===== config.mk =====
export PLATFORM = sky130hd
export DESIGN_NAME = per_axis_scale_ramp_generator_top
export DESIGN_NICKNAME = d
export VERILOG_FILES = /design/src/design/psrg_pkg.sv /design/src/design/psrg_divider.sv /design/src/design/per_axis_scale_ramp_generator_top.sv
export SDC_FILE = /design/constraint.sdc
export NUM_CORES = 2
export LEC_CHECK = 0
export ABC_AREA = 1
export BUFFER_PORTS_ARGS = -buffer_cell sky130_fd_sc_hd__buf_2
export CORE_ASPECT_RATIO = 1.1
export CORE_UTILIZATION = 55
export DETAILED_ROUTE_END_ITERATION = 10
export PLACE_DENSITY = 0.78
export SETUP_SLACK_MARGIN = 0.1
export SYNTH_ARGS = -nofsm -noshare
export SYNTH_HDL_FRONTEND = slang
export SYNTH_SLANG_ARGS = --single-unit
export TNS_END_PERCENT = 20

===== constraint.sdc =====
create_clock -name clock -period 13.9 [get_ports clock]
set_clock_uncertainty 0.15 [all_clocks]
set_input_delay 1.39 -clock clock [delete_from_list [all_inputs] [get_ports clock]]
set_output_delay 1.39 -clock clock [all_outputs]
set_load 0.01 [all_outputs]

===== src/design/psrg_pkg.sv =====
// Shared constants and types for the per-axis scale ramp generator.
`timescale 1ns / 1ps
package psrg_pkg;
   localparam int unsigned NUM_AXES_DEFAULT = 3;
   localparam int unsigned LEVEL_W = 32;
   localparam int unsigned FRAME_W = 16;
   localparam int unsigned SWEEP_W = 17;
   localparam int unsigned FUNC_W = 3;
   localparam int unsigned SEL_W = 2;
   localparam int unsigned REQ_DATA_W = 136;
   localparam int unsigned REQ_USER_W = 5;
   localparam int unsigned RSP_DATA_W = 104;
   localparam int unsigned CSR_IDX_W = 1;

   localparam logic [LEVEL_W-1:0] RESET_LEVEL = 32'd1000;
   localparam logic [LEVEL_W-1:0] RESET_TOP = 32'd1000000;
   localparam logic [LEVEL_W-1:0] RESET_BOTTOM = 32'd1000;

   localparam logic [FUNC_W-1:0] FUNC_TICK = 3'd0;
   localparam logic [FUNC_W-1:0] FUNC_TIMED = 3'd1;
   localparam logic [FUNC_W-1:0] FUNC_STEPPED = 3'd2;
   localparam logic [FUNC_W-1:0] FUNC_ACCEL = 3'd3;
   localparam logic [FUNC_W-1:0] FUNC_BOUNCE = 3'd4;
   localparam logic [FUNC_W-1:0] FUNC_STOP = 3'd5;

   localparam logic [SEL_W-1:0] SEL_ALL = 2'd3;

   localparam logic [CSR_IDX_W-1:0] CSR_TOP = 1'd0;
   localparam logic [CSR_IDX_W-1:0] CSR_BOTTOM = 1'd1;

   typedef enum logic [1:0] {
      MODE_IDLE = 2'd0,
      MODE_LINEAR = 2'd1,
      MODE_ACCEL = 2'd2,
      MODE_BOUNCE = 2'd3
   } mode_type;

   typedef struct packed {
      logic start;
      logic [LEVEL_W-1:0] dividend;
      logic [FRAME_W-1:0] divisor;
   } div_req_type;
endpackage


===== src/design/psrg_divider.sv =====
// Iterative signed-by-unsigned truncating divider, one quotient bit per cycle.
`timescale 1ns / 1ps
module psrg_divider (
   input  logic clock,
   input  logic reset,
   input  psrg_pkg::div_req_type div_req,
   output logic done,
   output logic [psrg_pkg::LEVEL_W-1:0] quotient
);
   import psrg_pkg::*;

   localparam int unsigned CNT_W = $clog2(LEVEL_W + 1);

   logic busy_ff;
   logic done_ff;
   logic neg_ff;
   logic [CNT_W-1:0] count_ff;
   logic [LEVEL_W-1:0] mag_ff;
   logic [FRAME_W-1:0] rem_ff;
   logic [FRAME_W-1:0] dsr_ff;
   logic [FRAME_W:0] trial;
   logic fits;

   assign trial = {rem_ff, mag_ff[LEVEL_W-1]};
   assign fits = trial >= {1'b0, dsr_ff};

   always_ff @(posedge clock) begin
      if (reset) begin
         busy_ff <= 1'b0;
         done_ff <= 1'b0;
         count_ff <= '0;
      end else begin
         done_ff <= 1'b0;
         if (div_req.start) begin
            busy_ff <= 1'b1;
            count_ff <= CNT_W'(LEVEL_W);
         end else if (busy_ff) begin
            count_ff <= count_ff - 1'b1;
            if (count_ff == CNT_W'(1)) begin
               busy_ff <= 1'b0;
               done_ff <= 1'b1;
            end
         end
      end
   end

   always_ff @(posedge clock) begin
      if (div_req.start) begin
         neg_ff <= div_req.dividend[LEVEL_W-1];
         mag_ff <= div_req.dividend[LEVEL_W-1] ? (~div_req.dividend + 1'b1)
                                               : div_req.dividend;
         rem_ff <= '0;
         dsr_ff <= div_req.divisor;
      end else if (busy_ff) begin
         rem_ff <= fits ? FRAME_W'(trial - {1'b0, dsr_ff}) : trial[FRAME_W-1:0];
         mag_ff <= {mag_ff[LEVEL_W-2:0], fits};
      end
   end

   assign done = done_ff;
   assign quotient = neg_ff ? (~mag_ff + 1'b1) : mag_ff;
endmodule


===== src/design/per_axis_scale_ramp_generator_top.sv =====
// Top level of the per-axis scale ramp generator: sequencer, axis state and ports.
`timescale 1ns / 1ps
// Each transfer is a tick or a command and yields one result transfer holding every
// axis level and the active mask. The sequencer visits the axes one after another,
// through states EVAL and NEXT, and waits on the shared divider for each axis that
// arms a timed ramp or a bounce, or turns a bounce on a tick. No new item is taken
// while one is being worked on.
module per_axis_scale_ramp_generator_top #(
   parameter int unsigned NUM_AXES = psrg_pkg::NUM_AXES_DEFAULT
) (
   input  logic clock,
   input  logic reset,
   input  logic req_tvalid,
   output logic req_tready,
   // target_level[31:0], frame_count[47:32], step_value[79:48], accel_value[111:80],
   // half_sweeps[128:112], zero fill above
   input  logic [psrg_pkg::REQ_DATA_W-1:0] req_tdata,
   // func[2:0], axis_select[4:3]
   input  logic [psrg_pkg::REQ_USER_W-1:0] req_tuser,
   output logic rsp_tvalid,
   input  logic rsp_tready,
   // scale_x[31:0], scale_y[63:32], scale_z[95:64], active_axes[98:96], zero fill above
   output logic [psrg_pkg::RSP_DATA_W-1:0] rsp_tdata,
   input  logic csr_we,
   input  logic [psrg_pkg::CSR_IDX_W-1:0] csr_index,
   input  logic [psrg_pkg::LEVEL_W-1:0] csr_wdata
);
   import psrg_pkg::*;

   localparam int unsigned AX_W = (NUM_AXES > 1) ? $clog2(NUM_AXES) : 1;
   localparam logic [2:0] S_IDLE = 3'd0;
   localparam logic [2:0] S_EVAL = 3'd1;
   localparam logic [2:0] S_DIV = 3'd2;
   localparam logic [2:0] S_NEXT = 3'd3;
   localparam logic [2:0] S_OUT = 3'd4;

   logic [2:0] state_ff;
   logic [AX_W-1:0] ax_ff;
   logic [LEVEL_W-1:0] top_ff, bottom_ff;
   logic [FUNC_W-1:0] func_ff;
   logic [SEL_W-1:0] sel_ff;
   logic [LEVEL_W-1:0] tgt_ff, stepv_ff, accv_ff;
   logic [FRAME_W-1:0] frames_ff;
   logic [SWEEP_W-1:0] half_ff;
   logic rsp_valid_ff;
   logic [RSP_DATA_W-1:0] rsp_data_ff;
   logic div_fb_ff;
   logic [LEVEL_W-1:0] div_gap_ff;

   logic [LEVEL_W-1:0] level_ff [NUM_AXES];
   logic [LEVEL_W-1:0] step_ff [NUM_AXES];
   logic [LEVEL_W-1:0] goal_ff [NUM_AXES];
   logic [LEVEL_W-1:0] accel_ff [NUM_AXES];
   mode_type mode_ff [NUM_AXES];
   logic [SWEEP_W-1:0] count_ff [NUM_AXES];
   logic [SWEEP_W-1:0] limit_ff [NUM_AXES];
   logic [FRAME_W-1:0] period_ff [NUM_AXES];

   logic [LEVEL_W-1:0] level_in, step_in, goal_in, accel_in;
   mode_type mode_in;
   logic [SWEEP_W-1:0] count_in, limit_in;
   logic [FRAME_W-1:0] period_in;
   logic need_div, fb_in;
   logic [LEVEL_W-1:0] gap_in;
   div_req_type div_req;
   logic div_done;
   logic [LEVEL_W-1:0] div_q;

   logic [LEVEL_W-1:0] cur_level, cur_step, sum, span2, gap;
   logic [FRAME_W-1:0] dsr_raw, half_frames;
   logic [SWEEP_W-1:0] next_count;
   logic selected, req_accept, rsp_load;
   logic [2:0] act;
   logic [LEVEL_W-1:0] scale [3];

   assign req_tready = (state_ff == S_IDLE);
   assign req_accept = req_tvalid && req_tready;
   assign rsp_load = (state_ff == S_OUT) && (!rsp_valid_ff || rsp_tready);

   assign cur_level = level_ff[ax_ff];
   assign cur_step = step_ff[ax_ff];
   assign sum = cur_level + cur_step;
   assign span2 = (top_ff - bottom_ff) << 1;
   assign half_frames = frames_ff >> 1;
   assign next_count = count_ff[ax_ff] + 1'b1;
   assign selected = (sel_ff == SEL_ALL) || (32'(sel_ff) == 32'(ax_ff));

   always_comb begin
      level_in = cur_level;
      step_in = cur_step;
      goal_in = goal_ff[ax_ff];
      accel_in = accel_ff[ax_ff];
      mode_in = mode_ff[ax_ff];
      count_in = count_ff[ax_ff];
      limit_in = limit_ff[ax_ff];
      period_in = period_ff[ax_ff];
      need_div = 1'b0;
      fb_in = 1'b0;
      gap = tgt_ff - cur_level;
      gap_in = gap;
      dsr_raw = frames_ff;
      if (func_ff == FUNC_TICK) begin
         if (mode_ff[ax_ff] == MODE_BOUNCE) begin
            level_in = sum;
            if ($signed(top_ff) <= $signed(sum) || $signed(bottom_ff) >= $signed(sum)) begin
               need_div = 1'b1;
               dsr_raw = period_ff[ax_ff];
               count_in = next_count;
               if (!limit_ff[ax_ff][SWEEP_W-1] && next_count == limit_ff[ax_ff]) begin
                  mode_in = MODE_IDLE;
               end
               if ($signed(top_ff) <= $signed(sum)) begin
                  level_in = top_ff;
                  gap_in = ~span2 + 1'b1;
               end else begin
                  level_in = bottom_ff;
                  gap_in = span2;
               end
            end
         end else if (mode_ff[ax_ff] != MODE_IDLE) begin
            level_in = sum;
            if (($signed(cur_step) > 0 && $signed(goal_ff[ax_ff]) <= $signed(sum)) ||
                ($signed(cur_step) < 0 && $signed(goal_ff[ax_ff]) >= $signed(sum))) begin
               level_in = goal_ff[ax_ff];
               mode_in = MODE_IDLE;
            end
            if (mode_ff[ax_ff] == MODE_ACCEL) begin
               step_in = cur_step + accel_ff[ax_ff];
            end
         end
      end else if (selected) begin
         case (func_ff)
            FUNC_TIMED: begin
               mode_in = MODE_LINEAR;
               goal_in = tgt_ff;
               need_div = 1'b1;
               fb_in = 1'b1;
            end
            FUNC_STEPPED: begin
               mode_in = MODE_LINEAR;
               goal_in = tgt_ff;
               if (gap == '0) begin
                  step_in = '0;
               end else if (gap[LEVEL_W-1]) begin
                  step_in = ~stepv_ff + 1'b1;
               end else begin
                  step_in = stepv_ff;
               end
            end
            FUNC_ACCEL: begin
               mode_in = MODE_ACCEL;
               goal_in = tgt_ff;
               step_in = stepv_ff;
               accel_in = accv_ff;
            end
            FUNC_BOUNCE: begin
               mode_in = MODE_BOUNCE;
               count_in = '0;
               limit_in = half_ff;
               period_in = frames_ff;
               gap_in = top_ff - cur_level;
               dsr_raw = half_frames;
               need_div = 1'b1;
               fb_in = 1'b1;
            end
            FUNC_STOP: mode_in = MODE_IDLE;
            default: ;
         endcase
      end
   end

   assign div_req.start = (state_ff == S_EVAL) && need_div;
   assign div_req.dividend = gap_in;
   assign div_req.divisor = (dsr_raw == '0) ? FRAME_W'(1) : dsr_raw;

   psrg_divider u_div (
      .clock(clock),
      .reset(reset),
      .div_req(div_req),
      .done(div_done),
      .quotient(div_q)
   );

   always_ff @(posedge clock) begin
      if (reset) begin
         state_ff <= S_IDLE;
         ax_ff <= '0;
         rsp_valid_ff <= 1'b0;
         top_ff <= RESET_TOP;
         bottom_ff <= RESET_BOTTOM;
         for (int i = 0; i < NUM_AXES; i++) begin
            level_ff[i] <= RESET_LEVEL;
            step_ff[i] <= '0;
            goal_ff[i] <= RESET_LEVEL;
            accel_ff[i] <= '0;
            mode_ff[i] <= MODE_IDLE;
            count_ff[i] <= '0;
            limit_ff[i] <= '1;
            period_ff[i] <= '0;
         end
      end else begin
         if (csr_we) begin
            unique case (csr_index)
               CSR_TOP: top_ff <= csr_wdata;
               CSR_BOTTOM: bottom_ff <= csr_wdata;
               default: ;
            endcase
         end
         if (rsp_load) begin
            rsp_valid_ff <= 1'b1;
         end else if (rsp_tready) begin
            rsp_valid_ff <= 1'b0;
         end
         unique case (state_ff)
            S_IDLE: begin
               if (req_accept) begin
                  ax_ff <= '0;
                  state_ff <= S_EVAL;
               end
            end
            S_EVAL: begin
               level_ff[ax_ff] <= level_in;
               step_ff[ax_ff] <= step_in;
               goal_ff[ax_ff] <= goal_in;
               accel_ff[ax_ff] <= accel_in;
               mode_ff[ax_ff] <= mode_in;
               count_ff[ax_ff] <= count_in;
               limit_ff[ax_ff] <= limit_in;
               period_ff[ax_ff] <= period_in;
               state_ff <= need_div ? S_DIV : S_NEXT;
            end
            S_DIV: begin
               if (div_done) begin
                  step_ff[ax_ff] <= (div_fb_ff && div_q == '0) ? div_gap_ff : div_q;
                  state_ff <= S_NEXT;
               end
            end
            S_NEXT: begin
               if (32'(ax_ff) == NUM_AXES - 1) begin
                  state_ff <= S_OUT;
               end else begin
                  ax_ff <= ax_ff + 1'b1;
                  state_ff <= S_EVAL;
               end
            end
            S_OUT: begin
               if (rsp_load) begin
                  state_ff <= S_IDLE;
               end
            end
            default: state_ff <= S_IDLE;
         endcase
      end
   end

   always_ff @(posedge clock) begin
      if (req_accept) begin
         func_ff <= req_tuser[FUNC_W-1:0];
         sel_ff <= req_tuser[FUNC_W+SEL_W-1:FUNC_W];
         tgt_ff <= req_tdata[31:0];
         frames_ff <= req_tdata[47:32];
         stepv_ff <= req_tdata[79:48];
         accv_ff <= req_tdata[111:80];
         half_ff <= req_tdata[128:112];
      end
      if (div_req.start) begin
         div_fb_ff <= fb_in;
         div_gap_ff <= gap_in;
      end
      if (rsp_load) begin
         rsp_data_ff <= {5'd0, act, scale[2], scale[1], scale[0]};
      end
   end

   for (genvar g = 0; g < 3; g++) begin : g_out
      if (g < NUM_AXES) begin : g_have
         assign scale[g] = level_ff[g];
         assign act[g] = (mode_ff[g] != MODE_IDLE);
      end else begin : g_none
         assign scale[g] = '0;
         assign act[g] = 1'b0;
      end
   end

   assign rsp_tvalid = rsp_valid_ff;
   assign rsp_tdata = rsp_data_ff;
endmodule

After elaboration in Yosys (flattened, before gate mapping)
Memory sizes are Yosys's and may differ from the RTL's. A register that Yosys moved wholly into a read port is not among the register bits.
Cells that the tools add are included.
{"block": "classes", "n_addsub": 13, "mul": 0, "n_div": 0, "order_cmp": 7, "n_eq_ne": 20, "shift": 0, "mux": 128, "bitwise": 7, "reduce_logical": 42}
{"operator": "two-way mux 32 bit", "count": 35}
{"operator": "two-way mux 17 bit", "count": 10}
{"operator": "two-way mux 16 bit", "count": 10}
{"operator": "adder 32 x 1 -> 32 bit (second input constant)", "count": 4}
{"operator": "inverter 32 bit", "count": 4}
{"operator": "OR reduction 32 bit", "count": 4}
{"operator": "two-way mux 2 bit", "count": 34}
{"operator": "adder 32 bit", "count": 2}
{"operator": ">= comparator 32 bit", "count": 2}
{"operator": "less-or-equal comparator 32 bit", "count": 2}
{"operator": "logical NOT 32 bit", "count": 2}
{"operator": "one-hot mux 32 bit (2 select lines)", "count": 1}
{"operator": "subtractor 32 bit", "count": 2}
{"operator": "OR reduction 17 bit", "count": 2}
{"operator": "greater-than comparator 32 x 1 -> 1 bit (second input constant)", "count": 1}
{"operator": "< comparator 32 x 1 -> 1 bit (second input constant)", "count": 1}
{"operator": "subtractor 31 bit", "count": 1}
{"operator": "two-way mux 1 bit", "count": 29}
{"operator": "adder 17 x 1 -> 17 bit (second input constant)", "count": 1}
{"operator": "equality test 17 bit", "count": 1}
{"operator": ">= comparator 17 x 16 -> 1 bit", "count": 1}
{"operator": "logical NOT 16 bit", "count": 1}
{"operator": "OR reduction 16 bit", "count": 1}
{"operator": "subtractor 16 bit", "count": 1}
{"operator": "other kinds (26)", "count": 65}
{"block": "totals", "ff_bits": 409, "latchBits": 0, "ram_bits": 540, "romBits": 0, "in_bits": 179, "output_inout_bits": 106, "word_cells": 248, "n_memories": 8}
{"name": "accel_ff", "depth": 3, "word_bits": 32, "read_ports": 1, "rd_clocked_by_memory_dff": 1, "write_ports": 3, "line_no": "per_axis_scale_ramp_generator_top.sv:53", "rtl": "logic [LEVEL_W-1:0] accel_ff [NUM_AXES];"}
{"name": "goal_ff", "depth": 3, "word_bits": 32, "read_ports": 1, "rd_clocked_by_memory_dff": 1, "write_ports": 3, "line_no": "per_axis_scale_ramp_generator_top.sv:52", "rtl": "logic [LEVEL_W-1:0] goal_ff [NUM_AXES];"}
{"name": "level_ff", "depth": 3, "word_bits": 32, "read_ports": 4, "rd_clocked_by_memory_dff": 4, "write_ports": 3, "line_no": "per_axis_scale_ramp_generator_top.sv:50", "rtl": "logic [LEVEL_W-1:0] level_ff [NUM_AXES];"}
{"name": "step_ff", "depth": 3, "word_bits": 32, "read_ports": 1, "rd_clocked_by_memory_dff": 1, "write_ports": 3, "line_no": "per_axis_scale_ramp_generator_top.sv:51", "rtl": "logic [LEVEL_W-1:0] step_ff [NUM_AXES];"}
{"name": "count_ff", "depth": 3, "word_bits": 17, "read_ports": 1, "rd_clocked_by_memory_dff": 1, "write_ports": 3, "line_no": "per_axis_scale_ramp_generator_top.sv:55", "rtl": "logic [SWEEP_W-1:0] count_ff [NUM_AXES];"}
{"name": "limit_ff", "depth": 3, "word_bits": 17, "read_ports": 1, "rd_clocked_by_memory_dff": 1, "write_ports": 3, "line_no": "per_axis_scale_ramp_generator_top.sv:56", "rtl": "logic [SWEEP_W-1:0] limit_ff [NUM_AXES];"}
{"name": "+2 memories"}

Depth between registers and ports, before layout
{"block": "logic_depth", "depth_word": 11, "mapped_depth": 63, "depth_no_buf": 55}

Hierarchy
A second synthesis with hierarchy kept.
{"block": "unflattened", "hier_cells": 7912, "area_unflattened_um2": 67133.1}
{"mod": "per_axis_scale_ramp_generator_top", "instances": 1, "cells_each": 7017, "area_each_um2": 61201.2, "seq_area_each_um2": 31049.8}
{"mod": "psrg_divider", "instances": 1, "cells_each": 895, "area_each_um2": 5931.9, "seq_area_each_um2": 1951.9}

Worst setup path before layout
Ideal clock, no wire load.
{"block": "synth_path", "path_type": "input -> register", "start": "input rsp_tready", "end": "register rsp_data_ff[0] (netlist: rsp_tdata[0]), read port of level_ff (enable)", "setup_time_ns": 0.800, "arrival_ns": 10.762, "required_ns": 12.950, "slack_ns": 2.188, "path_stages": 2, "path_buffers": 0, "cell_sequence": "nor2_1 nor4_1"}
{"block": "synth_via", "elab_chain_len": 2}
{"item": "start, declared", "line_no": "per_axis_scale_ramp_generator_top.sv:21", "rtl": "input logic rsp_tready,"}
{"item": "logical OR 1 bit", "line_no": "per_axis_scale_ramp_generator_top.sv:78", "rtl": "assign rsp_load = (state_ff == S_OUT) && (!rsp_valid_ff || rsp_tready);"}
{"item": "logical AND 1 bit", "line_no": "per_axis_scale_ramp_generator_top.sv:78"}
{"item": "via rsp_load", "line_no": "per_axis_scale_ramp_generator_top.sv:72", "rtl": "logic selected, req_accept, rsp_load;"}
{"item": "end, declared", "line_no": "per_axis_scale_ramp_generator_top.sv:46", "rtl": "logic [RSP_DATA_W-1:0] rsp_data_ff;"}
The timed path passes the listed nets, and every way through them passes these cells.
A chain may end at the register's enable or synchronous reset.

==> impl_metrics.env <==
export IMPL_floorplan_die_height_um=366
export IMPL_final_setup_tns_ns=0
export IMPL_slew_headroom_pct=14.3
export IMPL_wire_per_inst_um=25.3
export IMPL_final_period_utilization_pct=74.8
export IMPL_worst_slew_pin_slew_ns=1.28
export IMPL_worst_skew_pair_later_pin_latency_ns=0.78
export IMPL_finalWirelength_um=240000
export IMPL_drt_first_iter_violations=6726
export IMPL_grt_setup_unrepaired="false"
export IMPL_detailedPlacementHpwl_um=174000
export IMPL_pwr_share_seq_pct=22.5
export IMPL_synthesis_area_per_instance_um2=8.59
export IMPL_clock_root_buffer="sky130_fd_sc_hd__clkbuf_16"
export IMPL_cts_post_setup_buffers_inserted=0
export IMPL_tritoncts_num_sinks=1130
export IMPL_die_area_um2=122000
export IMPL_crit_arrival_ns=10.74
export IMPL_synth_enable_flop_cells=1034
export IMPL_synth_top_cell_by_area="sky130_fd_sc_hd__edfxtp_1"
export IMPL_holdPathStages=0
export IMPL_switching_part_of_the_total_pct=52.6
export IMPL_area_delta_synth_final_pct=10.3
export IMPL_ys_flop_type="sky130_fd_sc_hd__edfxtp_1"
export IMPL_via_per_inst=6.06
export IMPL_rows=133
export IMPL_required_time_of_the_worst_setup_path_ns=14.24
export IMPL_worstSetupPathType="flip-flop to flip-flop"
export IMPL_ys_seq_area_share_pct=49.9
export IMPL_min_delay_path_class="flip-flop to flip-flop"
export IMPL_globalRouteOverflowTotal=0
export IMPL_rr_worst_depth=49
export IMPL_tritoncts_num_buffers=111
export IMPL_die_w_um=333
export IMPL_power_density_nw_per_um2=278
export IMPL_io_pins=285
export IMPL_final_antenna_net_count=0
export IMPL_grt_max_degree=151
export IMPL_numPortBuffers=272
export IMPL_clock_power_share_pct=15.8
export IMPL_post_synth_top_area_fraction_pct=47.0
export IMPL_clock_tree_htree_level_count=3
export IMPL_postSynth_asyncResetShare_pct=0
export IMPL_internal_power_uw=9610
export IMPL_hold_viol=0
export IMPL_fin_cells=9516
export IMPL_max_cap_violations=0
export IMPL_via_count_of_the_first_global_routing_pass=54300
export IMPL_hold_worst_slack_ns=0.297
export IMPL_max_stage_delay_ns=0.87
export IMPL_combinationalPowerShare_pct=61.7
export IMPL_final_period_minus_worst_setup_slack_ns=10.40
export IMPL_length_of_the_first_detailed_routing_pass_in_iterations=6
export IMPL_clk_pin_slew_worst_paths_ns=0.07
export IMPL_synth_distinct_cells=73
export IMPL_worstSetupEndpointType="flip-flop"
export IMPL_cells_after_dpl=9307
export IMPL_critPathLaunchType="flip-flop"
export IMPL_drcViolationCount=0
export IMPL_ctsHoldBuffers=0
export IMPL_post_route_cells_drive_above_1_share_pct=9.48
export IMPL_initial_utilization_pct=55.4
export IMPL_critical_path_top_cell_by_count="sky130_fd_sc_hd__nand2_1"
export IMPL_post_synth_main_area_contributors="sky130_fd_sc_hd__edfxtp_1 47%, sky130_fd_sc_hd__nand2_1 11%, sky130_fd_sc_hd__ha_1 5.2%"
export IMPL_vias=57600
export IMPL_tritoncts="built"
export IMPL_track_usage_pct=38.9
export IMPL_leakagePower_uw=0.0309
export IMPL_vdd_ir_drop_worst_mv=0.416
export IMPL_slew_violations=0
export IMPL_setup_viol=0
export IMPL_switching_power_summed_over_all_nets_uw=10700
export IMPL_synthesis_instances=7696
export IMPL_grt_first_pass_wirelength_um=347000
export IMPL_core_area_um2=119000
export IMPL_crit_fanout=105
export IMPL_synthesis_yosys_warnings=0
export IMPL_nNetsFinal=8327
export IMPL_ctsLongestPathBuffers=3
export IMPL_achievable_frequency_mhz=96.1
export IMPL_yosys_register_bits=1130
export IMPL_utilization_pct=61.1
export IMPL_post_cts_resized_instances=0
export IMPL_finalWeightedCongestion=1.07
export IMPL_holdCritStartpoint="level_ff[2][8]"
export IMPL_syn_area_um2=66100
export IMPL_number_of_antenna_violations_at_the_first_check_in_global_routing=9
export IMPL_result_of_the_run="finished, final reports clean"
export IMPL_slowest_stage="sky130_fd_sc_hd__inv_2"
-- stage by stage --
| step | power, uW | cell area, um2 | worst slack, ns |
|---|---|---|---|
| 2_1_floorplan | 12600 | 66100 | 2.19 |
| 3_3_place_gp | 16500 | 69000 | 3.90 |
| 3_5_place_dp | 16700 | 69000 | 3.86 |
| 4_1_cts | 19900 | 72900 | 3.83 |
| 5_1_grt | 21300 | 72900 | 2.91 |
| 6_report | 20300 | 72900 | 3.50 |
-- cell type report --
type	instances	area, um2
Antenna cell	2	5.00
Multi-Input combinational cell	5380	28600
Clock inverter	83	1040
Timing Repair Buffer	388	2260
Tap cell	1552	1940
Inverter	857	3240
Clock buffer	124	2840
Fill cell	10200	46400
Sequential cell	1130	33000
-- Yosys cell counts (all sizes together), types with 58 or more instances --
library cell and count:
o21ai 412, edfxtp 1034, buf 136, ha 274, o211ai 82, nand2 1900
clkbuf 197, xnor2 58, nand3 432, dfxtp 96, a21oi 551, xor2 168
nand4 78, o21a 100, nor2 824, nor3 87, inv 845, or2 72
-- power by group through the flow --
stage	clock network [uW]	logic [uW]	registers, uW
after floorplan	0	8120	4500
after global placement	0	11900	4610
after detailed placement	0	12100	4620
after CTS	3210	12100	4550
after global routing	3330	13400	4580
final	3200	12500	4560
-- metal layers --
metal | part of all wire, % | global-route usage [%] | vias up
met5 | 0.016 | 0 | -
met4 | 8.7 | 30.2 | 6
met3 | 8.8 | 5.80 | 695
met2 | 46 | 62.7 | 3227
met1 | 37 | 47.4 | 27200
li1 | - | - | 26500
-- critical path, delay by kind of cell, from the launching register on --
kind,cells,cell delay [ns]
compound gates,5,1.26
xor+xnor,1,0.65
fa+ha+maj,2,0.76
buf+inv,5,2.04
flops,1,0.50
simple gates,36,4.54
-- layout by cell type, fill, tap and decap left out, drive strengths merged, types with 6 or more instances in the layout --
cell	synthesis	routed
a211oi	9	9
a21boi	8	8
a21o	8	8
a21oi	551	551
a221oi	18	18
a31oi	24	24
a32o	51	51
a32oi	53	53
buf	136	388
bufinv	0	18
clkbuf	197	124
clkinv	12	61
clkinvlp	0	9
dfxtp	96	96
edfxtp	1034	1034
fa	6	6
ha	274	274
inv	845	852
nand2	1900	1900
nand3	432	432
nand3b	16	16
nand4	78	78
nor2	824	824
nor3	87	87
nor4	33	33
o211ai	82	82
o21a	100	100
o21ai	412	412
o21bai	19	19
o221ai	19	19
o22ai	38	38
o31ai	8	8
or2	72	72
xnor2	58	58
xor2	168	168
-- state kept, by name, indices dropped and copies added, names as in the netlist, 3 cells and up, named ones only --
name	count
func_ff	3
period_ff	64
step_ff	128
div_gap_ff	31
stepv_ff	32
mode_ff	8
u_div.rem_ff	16
state_ff	3
count_ff	68
u_div.mag_ff	32
accel_ff	128
bottom_ff	32
tgt_ff	32
rsp_tdata	99
limit_ff	68
accv_ff	32
frames_ff	16
level_ff	128
top_ff	32
goal_ff	128
half_ff	17
u_div.dsr_ff	16
u_div.count_ff	6
-- worst paths after layout --
check / endpoint / slack, ns
worst max-delay path: u_div.mag_ff[25] / 3.50
worst min-delay path: rsp_tdata[72] / 0.30
worst max register to register: u_div.mag_ff[25] / 3.50
worst min register to register: rsp_tdata[72] / 0.30
-- kinds of logic after synthesis --
kind of cell / after synthesis / synth area share (%)
AO/OA/AOI/OAI: 1417 / 12.8
XOR/XNOR: 226 / 3.02
adder cells (fa/ha/maj): 280 / 5.37
buffers and inverters: 1190 / 7.09
flip-flops: 1130 / 49.9
other: 1 / 0.00567
AND/OR/NAND/NOR: 3452 / 21.9
(Power assumes the default switching activity.)
